--- src/hdl/sdfreq_pkg.sv ---
`timescale 1ns / 1ps
// ----------------------------------------------------------------------------
// sdfreq_pkg
// Types and constants shared by the synthesizer divider calculation blocks.
// ----------------------------------------------------------------------------
package sdfreq_pkg;

  localparam int FRAC_BITS = 24;
  localparam int FREQ_W    = 56;                    // clamped frequency width
  localparam int DIV_SHIFT = 11;                    // 480e6 = 234375 * 2^11
  localparam int Y_W       = FREQ_W - DIV_SHIFT;    // scaled numerator width
  localparam int EST_IN_W  = 32;                    // numerator bits into estimate
  localparam int EST_DROP  = Y_W - EST_IN_W;
  localparam int RECIP_W   = 28;
  localparam int PROD_W    = EST_IN_W + RECIP_W;
  localparam int QE_W      = 27;                    // quotient estimate width
  localparam int DV_W      = 28;                    // full divider word width
  localparam int REM_W     = 20;                    // remainder width, holds 3 * DIV_D
  localparam int DIVD_W    = 18;

  // Tuning range and band breakpoints, 40.24 fixed point hertz.
  localparam logic [63:0] FREQ_MIN     = 64'd2000000000 << FRAC_BITS;
  localparam logic [63:0] FREQ_MAX     = 64'd3000000000 << FRAC_BITS;
  localparam logic [63:0] BAND_BREAK_A = 64'd2400000000 << FRAC_BITS;
  localparam logic [63:0] BAND_BREAK_B = 64'd2500000000 << FRAC_BITS;
  localparam logic [63:0] BAND_BREAK_C = 64'd2600000000 << FRAC_BITS;

  // Divider = floor((f + 240e6) / 480e6); 480e6 is the divisor constant.
  localparam logic [FREQ_W-1:0] ROUND_OFS = FREQ_W'(240000000);
  localparam logic [DIVD_W-1:0] DIV_D     = DIVD_W'(234375);
  // floor(2^45 / DIV_D), used on the upper 32 numerator bits.
  localparam logic [RECIP_W-1:0] RECIP_M  = RECIP_W'(150119987);

  localparam logic [1:0] BAND_BELOW_A = 2'd0;
  localparam logic [1:0] BAND_BELOW_B = 2'd1;
  localparam logic [1:0] BAND_BELOW_C = 2'd2;
  localparam logic [1:0] BAND_TOP     = 2'd3;

  typedef struct packed {
    logic [63:0] requested_frequency;
    logic        apply_request;
  } sdfreq_in_t;

  typedef struct packed {
    logic [1:0]        band_index;
    logic [7:0]        divider_integer;
    logic [9:0]        fraction_high;
    logic [9:0]        fraction_low;
    logic              apply_strobe;
    logic [FREQ_W-1:0] achieved_frequency;
  } sdfreq_out_t;

  typedef struct packed {
    logic [Y_W-1:0] y;
    logic [1:0]     band;
    logic           apply;
  } sdfreq_b_t;

  typedef struct packed {
    logic [QE_W-1:0] qe;
    logic [Y_W-1:0]  y;
    logic [1:0]      band;
    logic            apply;
  } sdfreq_c_t;

  typedef struct packed {
    logic [QE_W-1:0]  qe;
    logic [Y_W-1:0]   qd;
    logic [REM_W-1:0] y_lo;
    logic [1:0]       band;
    logic             apply;
  } sdfreq_d_t;

  typedef struct packed {
    logic c;
    logic d;
  } sdfreq_quot_en_t;

endpackage

--- src/hdl/synth_divider_from_frequency_unit.sv ---
`timescale 1ns / 1ps
// ----------------------------------------------------------------------------
// synth_divider_from_frequency_unit
// Fractional-N divider word, band and achieved frequency from a tuning request.
// ----------------------------------------------------------------------------
//
//   Channel  Ports                           Item contents
//   -------  ------------------------------  --------------------------------
//   input    in_valid, in_ready, in_data     requested frequency, apply flag
//   result   out_valid, out_ready, out_data  band, divider, strobe, achieved
//
// Every item passes five registers: the input register, the clamp and band
// stage, the reciprocal estimate multiplier, the back product multiplier and
// the result register. One item is accepted per cycle while the result
// channel is not stalled. Reset clears only the stage valid bits. Each stage
// loads when it is empty or its successor moves, so a stalled result holds
// only the stages behind it and bubbles are still filled.
//
// The divider is floor((f + 240 MHz) / 480 MHz) for the clamped request f.
// The divisor is 234375 * 2^11, so the numerator is shifted right by 11, a
// reciprocal multiply on its upper 32 bits gives a quotient that is low by at
// most two, and the remainder against the back product corrects it. The
// achieved frequency reuses the back product shifted left by 11.
// ----------------------------------------------------------------------------
module synth_divider_from_frequency_unit (
  input  logic                    clk,
  input  logic                    rst_n,
  input  logic                    in_valid,
  output logic                    in_ready,
  input  sdfreq_pkg::sdfreq_in_t  in_data,
  output logic                    out_valid,
  input  logic                    out_ready,
  output sdfreq_pkg::sdfreq_out_t out_data
);
  import sdfreq_pkg::*;

  // Stage valid bits: input register, range stage, estimate, back product, result.
  logic v_a_r, v_b_r, v_c_r, v_d_r, v_o_r;
  logic v_a_nxt, v_b_nxt, v_c_nxt, v_d_nxt, v_o_nxt;
  logic rdy_a, rdy_b, rdy_c, rdy_d, rdy_o;

  sdfreq_in_t      in_r;
  sdfreq_b_t       b_item;
  sdfreq_d_t       d_item;
  sdfreq_quot_en_t quot_en;

  // A stage may take a new item when it is empty or its item moves on.
  always_comb begin
    rdy_o = !v_o_r || out_ready;
    rdy_d = !v_d_r || rdy_o;
    rdy_c = !v_c_r || rdy_d;
    rdy_b = !v_b_r || rdy_c;
    rdy_a = !v_a_r || rdy_b;

    v_a_nxt = rdy_a ? in_valid : v_a_r;
    v_b_nxt = rdy_b ? v_a_r    : v_b_r;
    v_c_nxt = rdy_c ? v_b_r    : v_c_r;
    v_d_nxt = rdy_d ? v_c_r    : v_d_r;
    v_o_nxt = rdy_o ? v_d_r    : v_o_r;

    quot_en.c = rdy_c && v_b_r;
    quot_en.d = rdy_d && v_c_r;
  end

  always_ff @(posedge clk) begin
    if (!rst_n) begin
      v_a_r <= 1'b0;
      v_b_r <= 1'b0;
      v_c_r <= 1'b0;
      v_d_r <= 1'b0;
      v_o_r <= 1'b0;
    end else begin
      v_a_r <= v_a_nxt;
      v_b_r <= v_b_nxt;
      v_c_r <= v_c_nxt;
      v_d_r <= v_d_nxt;
      v_o_r <= v_o_nxt;
    end
  end

  // Input register; the payload needs no reset.
  always_ff @(posedge clk) begin
    if (rdy_a && in_valid) begin
      in_r <= in_data;
    end
  end

  sdfreq_range u_range (
    .clk     (clk),
    .en      (rdy_b && v_a_r),
    .in_item (in_r),
    .b_item  (b_item)
  );

  sdfreq_quot u_quot (
    .clk    (clk),
    .en     (quot_en),
    .b_item (b_item),
    .d_item (d_item)
  );

  sdfreq_fix u_fix (
    .clk      (clk),
    .en       (rdy_o && v_d_r),
    .d_item   (d_item),
    .out_item (out_data)
  );

  assign in_ready  = rdy_a;
  assign out_valid = v_o_r;

endmodule

--- src/hdl/sdfreq_range.sv ---
`timescale 1ns / 1ps
// ----------------------------------------------------------------------------
// sdfreq_range
// Clamps the request, picks the band and forms the scaled numerator.
// ----------------------------------------------------------------------------
module sdfreq_range (
  input  logic                   clk,
  input  logic                   en,
  input  sdfreq_pkg::sdfreq_in_t in_item,
  output sdfreq_pkg::sdfreq_b_t  b_item
);
  import sdfreq_pkg::*;

  logic [63:0]       f_clamp;
  logic [FREQ_W-1:0] f_sum;
  sdfreq_b_t         b_nxt;
  sdfreq_b_t         b_r;

  always_comb begin
    if (in_item.requested_frequency > FREQ_MAX) begin
      f_clamp = FREQ_MAX;
    end else if (in_item.requested_frequency < FREQ_MIN) begin
      f_clamp = FREQ_MIN;
    end else begin
      f_clamp = in_item.requested_frequency;
    end

    if (f_clamp < BAND_BREAK_A) begin
      b_nxt.band = BAND_BELOW_A;
    end else if (f_clamp < BAND_BREAK_B) begin
      b_nxt.band = BAND_BELOW_B;
    end else if (f_clamp < BAND_BREAK_C) begin
      b_nxt.band = BAND_BELOW_C;
    end else begin
      b_nxt.band = BAND_TOP;
    end

    // The clamped value plus the rounding offset stays below 2^56.
    f_sum       = f_clamp[FREQ_W-1:0] + ROUND_OFS;
    b_nxt.y     = f_sum[FREQ_W-1:DIV_SHIFT];
    b_nxt.apply = in_item.apply_request;
  end

  always_ff @(posedge clk) begin
    if (en) begin
      b_r <= b_nxt;
    end
  end

  assign b_item = b_r;

endmodule

--- src/hdl/sdfreq_quot.sv ---
`timescale 1ns / 1ps
// ----------------------------------------------------------------------------
// sdfreq_quot
// Reciprocal quotient estimate and its back product, one multiplier a stage.
// ----------------------------------------------------------------------------
module sdfreq_quot (
  input  logic                        clk,
  input  sdfreq_pkg::sdfreq_quot_en_t en,
  input  sdfreq_pkg::sdfreq_b_t       b_item,
  output sdfreq_pkg::sdfreq_d_t       d_item
);
  import sdfreq_pkg::*;

  logic [PROD_W-1:0] prod;
  logic [Y_W-1:0]    back;
  sdfreq_c_t         c_nxt;
  sdfreq_c_t         c_r;
  sdfreq_d_t         d_nxt;
  sdfreq_d_t         d_r;

  // The estimate undershoots the true quotient by at most two.
  always_comb begin
    prod        = PROD_W'(b_item.y[Y_W-1:EST_DROP]) * PROD_W'(RECIP_M);
    c_nxt.qe    = prod[EST_IN_W +: QE_W];
    c_nxt.y     = b_item.y;
    c_nxt.band  = b_item.band;
    c_nxt.apply = b_item.apply;
  end

  always_comb begin
    back        = Y_W'(c_r.qe) * Y_W'(DIV_D);
    d_nxt.qe    = c_r.qe;
    d_nxt.qd    = back;
    d_nxt.y_lo  = c_r.y[REM_W-1:0];
    d_nxt.band  = c_r.band;
    d_nxt.apply = c_r.apply;
  end

  always_ff @(posedge clk) begin
    if (en.c) begin
      c_r <= c_nxt;
    end
    if (en.d) begin
      d_r <= d_nxt;
    end
  end

  assign d_item = d_r;

endmodule

--- src/hdl/sdfreq_fix.sv ---
`timescale 1ns / 1ps
// ----------------------------------------------------------------------------
// sdfreq_fix
// Corrects the quotient estimate and packs the result item.
// ----------------------------------------------------------------------------
module sdfreq_fix (
  input  logic                    clk,
  input  logic                    en,
  input  sdfreq_pkg::sdfreq_d_t   d_item,
  output sdfreq_pkg::sdfreq_out_t out_item
);
  import sdfreq_pkg::*;

  logic [REM_W-1:0] rem;
  logic [DV_W-1:0]  dv;
  logic [Y_W-1:0]   add_d;
  logic [Y_W-1:0]   dv_d;
  sdfreq_out_t      out_nxt;
  sdfreq_out_t      out_r;

  always_comb begin
    // The remainder is below three divisors, so its low bits are exact.
    rem = d_item.y_lo - d_item.qd[REM_W-1:0];
    if (rem >= (REM_W'(DIV_D) << 1)) begin
      dv    = DV_W'(d_item.qe) + DV_W'(2);
      add_d = Y_W'(DIV_D) << 1;
    end else if (rem >= REM_W'(DIV_D)) begin
      dv    = DV_W'(d_item.qe) + DV_W'(1);
      add_d = Y_W'(DIV_D);
    end else begin
      dv    = DV_W'(d_item.qe);
      add_d = '0;
    end

    // Achieved frequency is dv * 480e6 = (dv * DIV_D) << 11.
    dv_d                       = d_item.qd + add_d;
    out_nxt.band_index         = d_item.band;
    out_nxt.divider_integer    = dv[DV_W-1:20];
    out_nxt.fraction_high      = dv[19:10];
    out_nxt.fraction_low       = dv[9:0];
    out_nxt.apply_strobe       = d_item.apply;
    out_nxt.achieved_frequency = {dv_d, {DIV_SHIFT{1'b0}}};
  end

  always_ff @(posedge clk) begin
    if (en) begin
      out_r <= out_nxt;
    end
  end

  assign out_item = out_r;

endmodule

--- config.mk ---
export PLATFORM = sky130hd
export DESIGN_NAME = synth_divider_from_frequency_unit
export DESIGN_NICKNAME = d
export VERILOG_FILES = /design/src/hdl/sdfreq_pkg.sv /design/src/hdl/synth_divider_from_frequency_unit.sv /design/src/hdl/sdfreq_range.sv /design/src/hdl/sdfreq_quot.sv /design/src/hdl/sdfreq_fix.sv
export SDC_FILE = /design/constraint.sdc
export NUM_CORES = 2
export LEC_CHECK = 0
export BUFFER_PORTS_ARGS = -buffer_cell sky130_fd_sc_hd__buf_2
export CAP_MARGIN = 20
export CORE_ASPECT_RATIO = 1.4
export CORE_MARGIN = 3
export CORE_UTILIZATION = 40
export CTS_CLUSTER_DIAMETER = 120
export DETAILED_ROUTE_END_ITERATION = 10
export GPL_TIMING_DRIVEN = 0
export PLACE_DENSITY_LB_ADDON = 0.25
export SYNTH_ARGS = -nofsm -noshare
export SYNTH_HDL_FRONTEND = slang
export SYNTH_SLANG_ARGS = --single-unit
--- constraint.sdc ---
create_clock -name clk -period 15.5 [get_ports clk]
set_input_delay 4.65 -clock clk [delete_from_list [all_inputs] [get_ports clk]]
set_output_delay 4.65 -clock clk [all_outputs]
set_load 0.1 [all_outputs]
[After elaboration in Yosys (flattened, before gate mapping)]
Cells that the tools add are included.
Word-level totals
  input port bits: 69
  word-level logic and storage cells: 64
  flip-flop bits (word level): 339
  output and inout port bits: 89
Cells by class
  multiply operators: 2
  $add $sub $neg: 5
  reduce and logical (&&, ||, !) cells: 16
  muxes and demuxes: 8
  order comparisons: 7
Operators by type and width (number)
  < comparator 64 x 56 -> 1 bit, second input constant: 3
  2-to-1 mux 64 bit: 2
  greater-than comparator 64 x 56 -> 1 bit, second input constant: 1
  < comparator 64 x 55 -> 1 bit, second input constant: 1
  multiplier 32 x 28 -> 59 bit, second input constant: 1
  adder 56 x 28 -> 56 bit, second input constant: 1
  2-to-1 mux 28 bit: 2
  adder 45 bit: 1
  multiplier 27 x 18 -> 45 bit, second input constant: 1
  2-to-1 mux 45 bit: 1
  adder 27 x 1 -> 28 bit, second input constant: 1
  adder 27 x 2 -> 28 bit, second input constant: 1
  >= comparator 20 x 18 -> 1 bit, second input constant: 1
  >= comparator 20 x 19 -> 1 bit, second input constant: 1
  subtractor 20 bit: 1
  2-to-1 mux 18 bit: 1
  logical AND 1 bit: 5
  zero test 1 bit: 5
  logical OR 1 bit: 5
  2-to-1 mux 1 bit: 2
  OR reduction 2 bit: 1

[Logic depth before layout (Yosys ltp)]
  word-level depth: 7
  mapped depth: 26
  depth with buffers taken out: 26

[Hierarchy]
From an unflattened synthesis, not the netlist that was laid out.
Unflattened totals
  cells, all modules: 3606
  area total of the unflattened synthesis: 38813.5 um^2
By module, submodules not included
  sdfreq_quot: cells an instance 2552, sequential area each 4324.1 um^2, instances 1, area each 27453.8 um^2
  sdfreq_fix: cells an instance 629, sequential area each 2282.2 um^2, instances 1, area each 5954.5 um^2
  sdfreq_range: cells an instance 337, sequential area each 1441.4 um^2, instances 1, area each 3221.8 um^2
  synth_divider_from_frequency_unit: cells an instance 88, sequential area each 2052.0 um^2, instances 1, area each 2183.3 um^2

[Worst setup path before layout]
OpenSTA, ideal clock, no wires.
  kind: input to register
  start point: input port out_ready
  end point: register u_quot.d_r (netlist bit u_quot.d_item[0]) (enable)
  path slack: 3265 ps
  required time: 14810 ps
  library setup time: 690 ps
  buffers on the path: 0
  stages: 2
  arrival: 11545 ps
  cells stage by stage: nor2b_1 a21boi_0
RTL lines
  start: declaration: RTL line synth_divider_from_frequency_unit.sv:32  | input logic out_ready,
  end signal: assignment: RTL line sdfreq_quot.sv:44  | d_r <= d_nxt;
  end: declaration: RTL line sdfreq_quot.sv:19  | sdfreq_d_t d_r;

[Worst setup path in the final report]
  start point: input port out_ready
  end point: output port in_ready
On the way
  word-level cells in the longest chain between the ends: 5
Ends and longest elaborated chain
  logical OR 1 bit: RTL line synth_divider_from_frequency_unit.sv:49  | rdy_o = !v_o_r || out_ready;
  logical OR 1 bit: RTL line synth_divider_from_frequency_unit.sv:50  | rdy_d = !v_d_r || rdy_o;
  logical OR 1 bit: RTL line synth_divider_from_frequency_unit.sv:51  | rdy_c = !v_c_r || rdy_d;
  logical OR 1 bit: RTL line synth_divider_from_frequency_unit.sv:52  | rdy_b = !v_b_r || rdy_c;
  logical OR 1 bit: RTL line synth_divider_from_frequency_unit.sv:53  | rdy_a = !v_a_r || rdy_b;
  end: declaration: RTL line synth_divider_from_frequency_unit.sv:29  | output logic in_ready,
Every way passes these cells.

==> flow_summary.html <==
<table>
<tr><th>Metric</th><th>Value</th></tr>
<tr><th colspan="2">Global routing</th></tr>
<tr><td>Pin count of the biggest net entering global routing</td><td>37</td></tr>
<tr><td>Total track usage</td><td>between 10% and 20%</td></tr>
<tr><td>Number of global-route vias before repair</td><td>26,180</td></tr>
<tr><td>Wire length of the first global-routing pass</td><td>140.4 mm</td></tr>
<tr><td>Global route total overflow</td><td>0</td></tr>
<tr><td>Antenna violations before repair</td><td>0</td></tr>
<tr><th colspan="2">Synthesis</th></tr>
<tr><td>Fraction of synthesized area in multiplexers</td><td>less than 1%</td></tr>
<tr><td>Simple-gate share of the synthesized area</td><td>7.034%</td></tr>
<tr><td>Area of the mapped netlist</td><td>around 38,000 um2</td></tr>
<tr><td>Synthesized area divided by synthesized cell count</td><td>10.97 um2</td></tr>
<tr><td>Proportion of synthesized chip area in sequential cells</td><td>26.55%</td></tr>
<tr><td>Cell variety after synth</td><td>slightly below 90</td></tr>
<tr><td>Xor/xnor cell area share of the yosys netlist</td><td>slightly below 4%</td></tr>
<tr><td>Fraction of post-synthesis cell area in the top cell type by area</td><td>26.28%</td></tr>
<tr><td>Leading post-synthesis cells by cell area</td><td>edfxtp_1 (26%), fa_1 (26%), ha_1 (19%)</td></tr>
<tr><td>Post-synthesis share of cell area spent on full adders, half adders and majority gates</td><td>45.13%</td></tr>
<tr><td>#FFs+latches synth</td><td>338</td></tr>
<tr><td>Leading area contributor after synthesis</td><td>edfxtp_1</td></tr>
<tr><td>Share of flip-flops with an asynchronous set or reset</td><td>0%</td></tr>
<tr><td>EDFF count, synth</td><td>333</td></tr>
<tr><td>Cell count after synthesis</td><td>3,468</td></tr>
<tr><td>Synthesis Warnings</td><td>0</td></tr>
<tr><td>Leading register cell type out of synthesis</td><td>edfxtp_1</td></tr>
<tr><td>Compound-Gate Fraction of Synth Area</td><td>8.067%</td></tr>
<tr><td>Dominant combinational cell family by area after synthesis</td><td>adder cells</td></tr>
<tr><th colspan="2">STA</th></tr>
<tr><td>Final setup TNS</td><td>0 ns</td></tr>
<tr><td>Skew final</td><td>roughly 0.016 ns</td></tr>
<tr><td>Slew margin rel.</td><td>38.51%</td></tr>
<tr><td>Setup violations, final</td><td>0</td></tr>
<tr><td>Number of failing hold endpoints at the final stage</td><td>0</td></tr>
<tr><td>Actual transition at the worst max-transition pin</td><td>about 0.9 ns</td></tr>
<tr><td>Post-Route Hold Slack</td><td>0.4195 ns</td></tr>
<tr><td>Final critical-path required period</td><td>~11 ns</td></tr>
<tr><td>Setup repair after global routing missed its margin</td><td>no</td></tr>
<tr><td>Fin. max-slew vios</td><td>0</td></tr>
<tr><td>Final cycle utilization of the critical path</td><td>a little over two thirds</td></tr>
<tr><td>Peak clock frequency supported by timing</td><td>between 90 and 100 MHz</td></tr>
<tr><th colspan="2">Power and ir drop</th></tr>
<tr><td>Clock network fraction of design power</td><td>17.1%</td></tr>
<tr><td>Total power</td><td>5.442 mW</td></tr>
<tr><td>Fraction of power consumed by sequential logic</td><td>24.0%</td></tr>
<tr><td>Part of the total power dissipated in combinational logic</td><td>~59%</td></tr>
<tr><td>Worst IR Drop VDD</td><td>0.1412 mV</td></tr>
<tr><td>Static Leakage</td><td>~20 nW</td></tr>
<tr><td>Pwr per Cell Area</td><td>130.0 nW/um2</td></tr>
<tr><td>Switching portion of total power</td><td>between 40 and 50%</td></tr>
<tr><td>Power dissipated by switching net loads</td><td>2.326 mW</td></tr>
<tr><td>Internal power summed over all cells</td><td>about 3.1 mW</td></tr>
<tr><th colspan="2">Critical path</th></tr>
<tr><td>Top fanout value on the critical path</td><td>6</td></tr>
<tr><td>Crit path capture type</td><td>output pin</td></tr>
<tr><td>Source of the worst register-to-register timing path</td><td>u_range.b_item[29]</td></tr>
<tr><td>Critical path class</td><td>in2out</td></tr>
<tr><td>Cell-by-cell trace of the critical path</td><td>buf_2, nor2b_1, and3_1, clkbuf_1, nand3_1, buf_2</td></tr>
<tr><td>CP max stage delay</td><td>0.43 ns</td></tr>
<tr><td>CP required</td><td>10.85 ns</td></tr>
<tr><td>Register-to-register setup slack</td><td>about 7.4 ns</td></tr>
<tr><td>Most common cell type on the critical path</td><td>buf_2</td></tr>
<tr><td>Number of cells on the worst reg-to-reg path</td><td>24</td></tr>
<tr><td>Slowest cell on crit path</td><td>nor2b_1</td></tr>
<tr><td>Crit-path leading delay family</td><td>simple AND/OR/NAND/NOR gates</td></tr>
<tr><td>Critical path buffer and inverter count</td><td>3</td></tr>
<tr><td>Data arrival time of the critical path</td><td>6.26 ns</td></tr>
<tr><td>Startpoint type of the worst setup path</td><td>input port</td></tr>
<tr><td>Reg2reg end</td><td>u_quot.c_r[74]</td></tr>
<tr><th colspan="2">Run</th></tr>
<tr><td>Count of max-cap constraint violations</td><td>0</td></tr>
<tr><th colspan="2">Clocking</th></tr>
<tr><td>Number of hold buffers added after CTS</td><td>0</td></tr>
<tr><td>Post-cts sizing count</td><td>0</td></tr>
<tr><td>CTS H-tree lvls</td><td>2</td></tr>
<tr><td>Clk pin slew, worst setup/hold paths</td><td>approximately 0.06 ns</td></tr>
<tr><td>Clk sinks</td><td>about 340</td></tr>
<tr><td>Number of buffers created by CTS</td><td>38</td></tr>
<tr><td>Post-CTS Repair Setup Buffers</td><td>0</td></tr>
<tr><td>Root buffer cell</td><td>clkbuf_16</td></tr>
<tr><td>Skew-Pair Late Insertion Delay</td><td>~0.58 ns</td></tr>
<tr><td>TritonCTS clock tree</td><td>done</td></tr>
<tr><td>Bufs on Longest Clock Path</td><td>3</td></tr>
<tr><th colspan="2">Drt</th></tr>
<tr><td>Wirelength per Cell</td><td>18.07 um</td></tr>
<tr><td>Via-to-Cell Ratio</td><td>4.987</td></tr>
<tr><td>Total DRC errors in the routed layout</td><td>0</td></tr>
<tr><td>Detailed-router iteration count before antenna repair</td><td>5</td></tr>
<tr><td>Number of nets with antenna violations after detailed routing</td><td>0</td></tr>
<tr><td>Final WL</td><td>88.82 mm</td></tr>
<tr><td>Starting DRT DRC Count</td><td>between 1,000 and 1,500</td></tr>
<tr><td>Vias after detailed routing</td><td>24,510</td></tr>
<tr><th colspan="2">Worst hold path</th></tr>
<tr><td>Beginning of the worst hold path</td><td>u_quot.d_item[2]</td></tr>
<tr><td>Number of stages on the worst hold path</td><td>0</td></tr>
<tr><td>Worst Hold Endpoint</td><td>u_fix.out_item[86]</td></tr>
<tr><td>Path class of the lowest-slack min-delay path</td><td>reg2reg</td></tr>
<tr><th colspan="2">Floorplanning</th></tr>
<tr><td>Full die area</td><td>slightly below 100,000 um2</td></tr>
<tr><td>DIE WIDTH</td><td>around 270 um</td></tr>
<tr><td>Die Span Y</td><td>between 300 and 400 um</td></tr>
<tr><td>Count of boundary I/O pins</td><td>158</td></tr>
<tr><td>Initial Utilization</td><td>40.39%</td></tr>
<tr><td>Area of the core region</td><td>94,190 um2</td></tr>
<tr><td>Number of placement rows</td><td>roughly 130</td></tr>
<tr><th colspan="2">Finish</th></tr>
<tr><td>Share of final-layout standard cells stronger than drive strength 1</td><td>7.511%</td></tr>
<tr><td>Most frequent cells in the layout</td><td>inv_1 (854), ha_1 (578), fa_1 (496)</td></tr>
<tr><td>Signed area change from the synthesized netlist to the final layout</td><td>9.994%</td></tr>
<tr><td>Nets@finish</td><td>4,817</td></tr>
<tr><td>Sequential standard cell area</td><td>10,100 um2</td></tr>
<tr><td>Fillers</td><td>roughly 9,000</td></tr>
<tr><td>Leading cell type in the layout, fill and taps excluded</td><td>inv_1</td></tr>
<tr><td>Multi-input gate area</td><td>24,550 um2</td></tr>
<tr><td>Antenna cells</td><td>0</td></tr>
<tr><th colspan="2">Placement</th></tr>
<tr><td>Post-detail-place hpwl</td><td>between 70 and 80 mm</td></tr>
<tr><td>Routability congestion estimate</td><td>0.8904</td></tr>
<tr><td>Port Buffers</td><td>between 100 and 150</td></tr>
<tr><th colspan="2">Outcome</th></tr>
<tr><td>Result of the run</td><td>finished clean</td></tr>
</table>
-- final cells by class --
class                           count  area share (%)
Buffer                             52          0.6458
Clock buffer                       41           2.350
Multi-Input combinational cell   2232           58.67
Tap cell                         1215           3.633
Clock inverter                     26          0.6996
Inverter                          856           7.684
Timing Repair Buffer              156           2.189
Sequential cell                   338           24.13
-- worst max path at each step --
| stage | startpoint | endpoint | slack [ns] | depth (start not counted) |
|---|---|---|---|---|
| after floorplan | out_ready | u_quot.d_item[0] | 3.26 | 2 |
| after global placement | out_ready | u_quot.d_item[9] | -0.44 | 3 |
| after detailed placement | out_ready | in_ready | 4.56 | 6 |
| after CTS | out_ready | in_ready | 4.56 | 6 |
| after global routing | out_ready | in_ready | 4.46 | 6 |
| final | out_ready | in_ready | 4.59 | 6 |
-- state kept, by name, indices dropped and copies added, names as in the netlist --
signal	count
in_r	65
out_valid	1
u_fix.out_item	76
u_quot.c_r	50
u_quot.d_item	94
u_range.b_item	48
v_a_r	1
v_b_r	1
v_c_r	1
v_d_r	1
-- layer usage --
layer | up-vias | routed length (um) | GRT usage, %
li1 | 11890 | - | -
met1 | 12030 | 34400 | 20.78
met2 | 431 | 48100 | 35.56
met3 | 167 | 2668 | 2.044
met4 | 0 | 3653 | 6.816
met5 | - | 0 | 0
-- stage by stage --
stage	cell area (um2)	util, %	std cells	setup slack, ns
after floorplan	38080	-	3478	3.265
after global placement	40330	42.82	4839	-0.4353
after detailed placement	40570	43.08	4849	4.562
after CTS	41850	44.43	4916	4.562
after global routing	41850	44.43	4916	4.464
final	41850	44.43	4916	4.585
-- worst reg2reg max path, stage by stage, from the launching register on --
cell and delay, ns:
edfxtp_1 0.73, ha_1 0.51, ha_1 0.25, inv_1 0.08, fa_1 0.53, inv_1 0.05, fa_1 0.50, inv_1 0.06
fa_1 0.50, inv_1 0.05, fa_1 0.48, fa_1 0.52, ha_1 0.34, o21a_1 0.17, o21ai_0 0.40, nor4_1 0.14
nand4_1 0.13, o21ai_0 0.27, o31a_1 0.44, o221ai_1 0.39, a21oi_1 0.17, o21ai_0 0.35, nor3_1 0.09, a2111oi_0 0.56
xnor2_1 0.12
-- synth_stat cells (all sizes together) (7+ instances only) --
cell type	number
nor3b	7
nor4	24
and3	37
a311oi	8
or2	8
nand4	30
a31oi	20
a21boi	14
and2	13
inv	855
o21ai	85
and4	7
nand3	45
nor3	32
nand3b	8
a21o	50
a211oi	20
nand2	109
fa	496
nand2b	17
buf	20
clkbuf	32
ha	578
o21a	16
xor2	54
edfxtp	333
xnor2	114
o21bai	14
nor2b	19
nor2	130
a21oi	116
nand4b	11
o211ai	52
-- power by group through the flow --
stage | registers [mW] | clock network (mW) | logic (mW)
2_1_floorplan | 1.35 | 0 | 2.43
3_3_place_gp | 1.33 | 0 | 3.20
3_5_place_dp | 1.33 | 0 | 3.21
4_1_cts | 1.31 | 0.968 | 3.24
5_1_grt | 1.32 | 1.00 | 3.62
6_report | 1.31 | 0.931 | 3.20
-- cells by family (layout without fill, tap and decap cells) --
| family | after synthesis | in the layout |
|---|---|---|
| AO/OA/AOI/OAI | 455 | 455 |
| adder cells (fa/ha/maj) | 1075 | 1075 |
| XOR/XNOR | 168 | 168 |
| multiplexers | 5 | 5 |
| buffers and inverters | 908 | 1131 |
| other | 1 | 11 |
| AND/OR/NAND/NOR | 518 | 518 |
| flip-flops | 338 | 338 |
No activity file was read; power rests on OpenSTA's default activity.
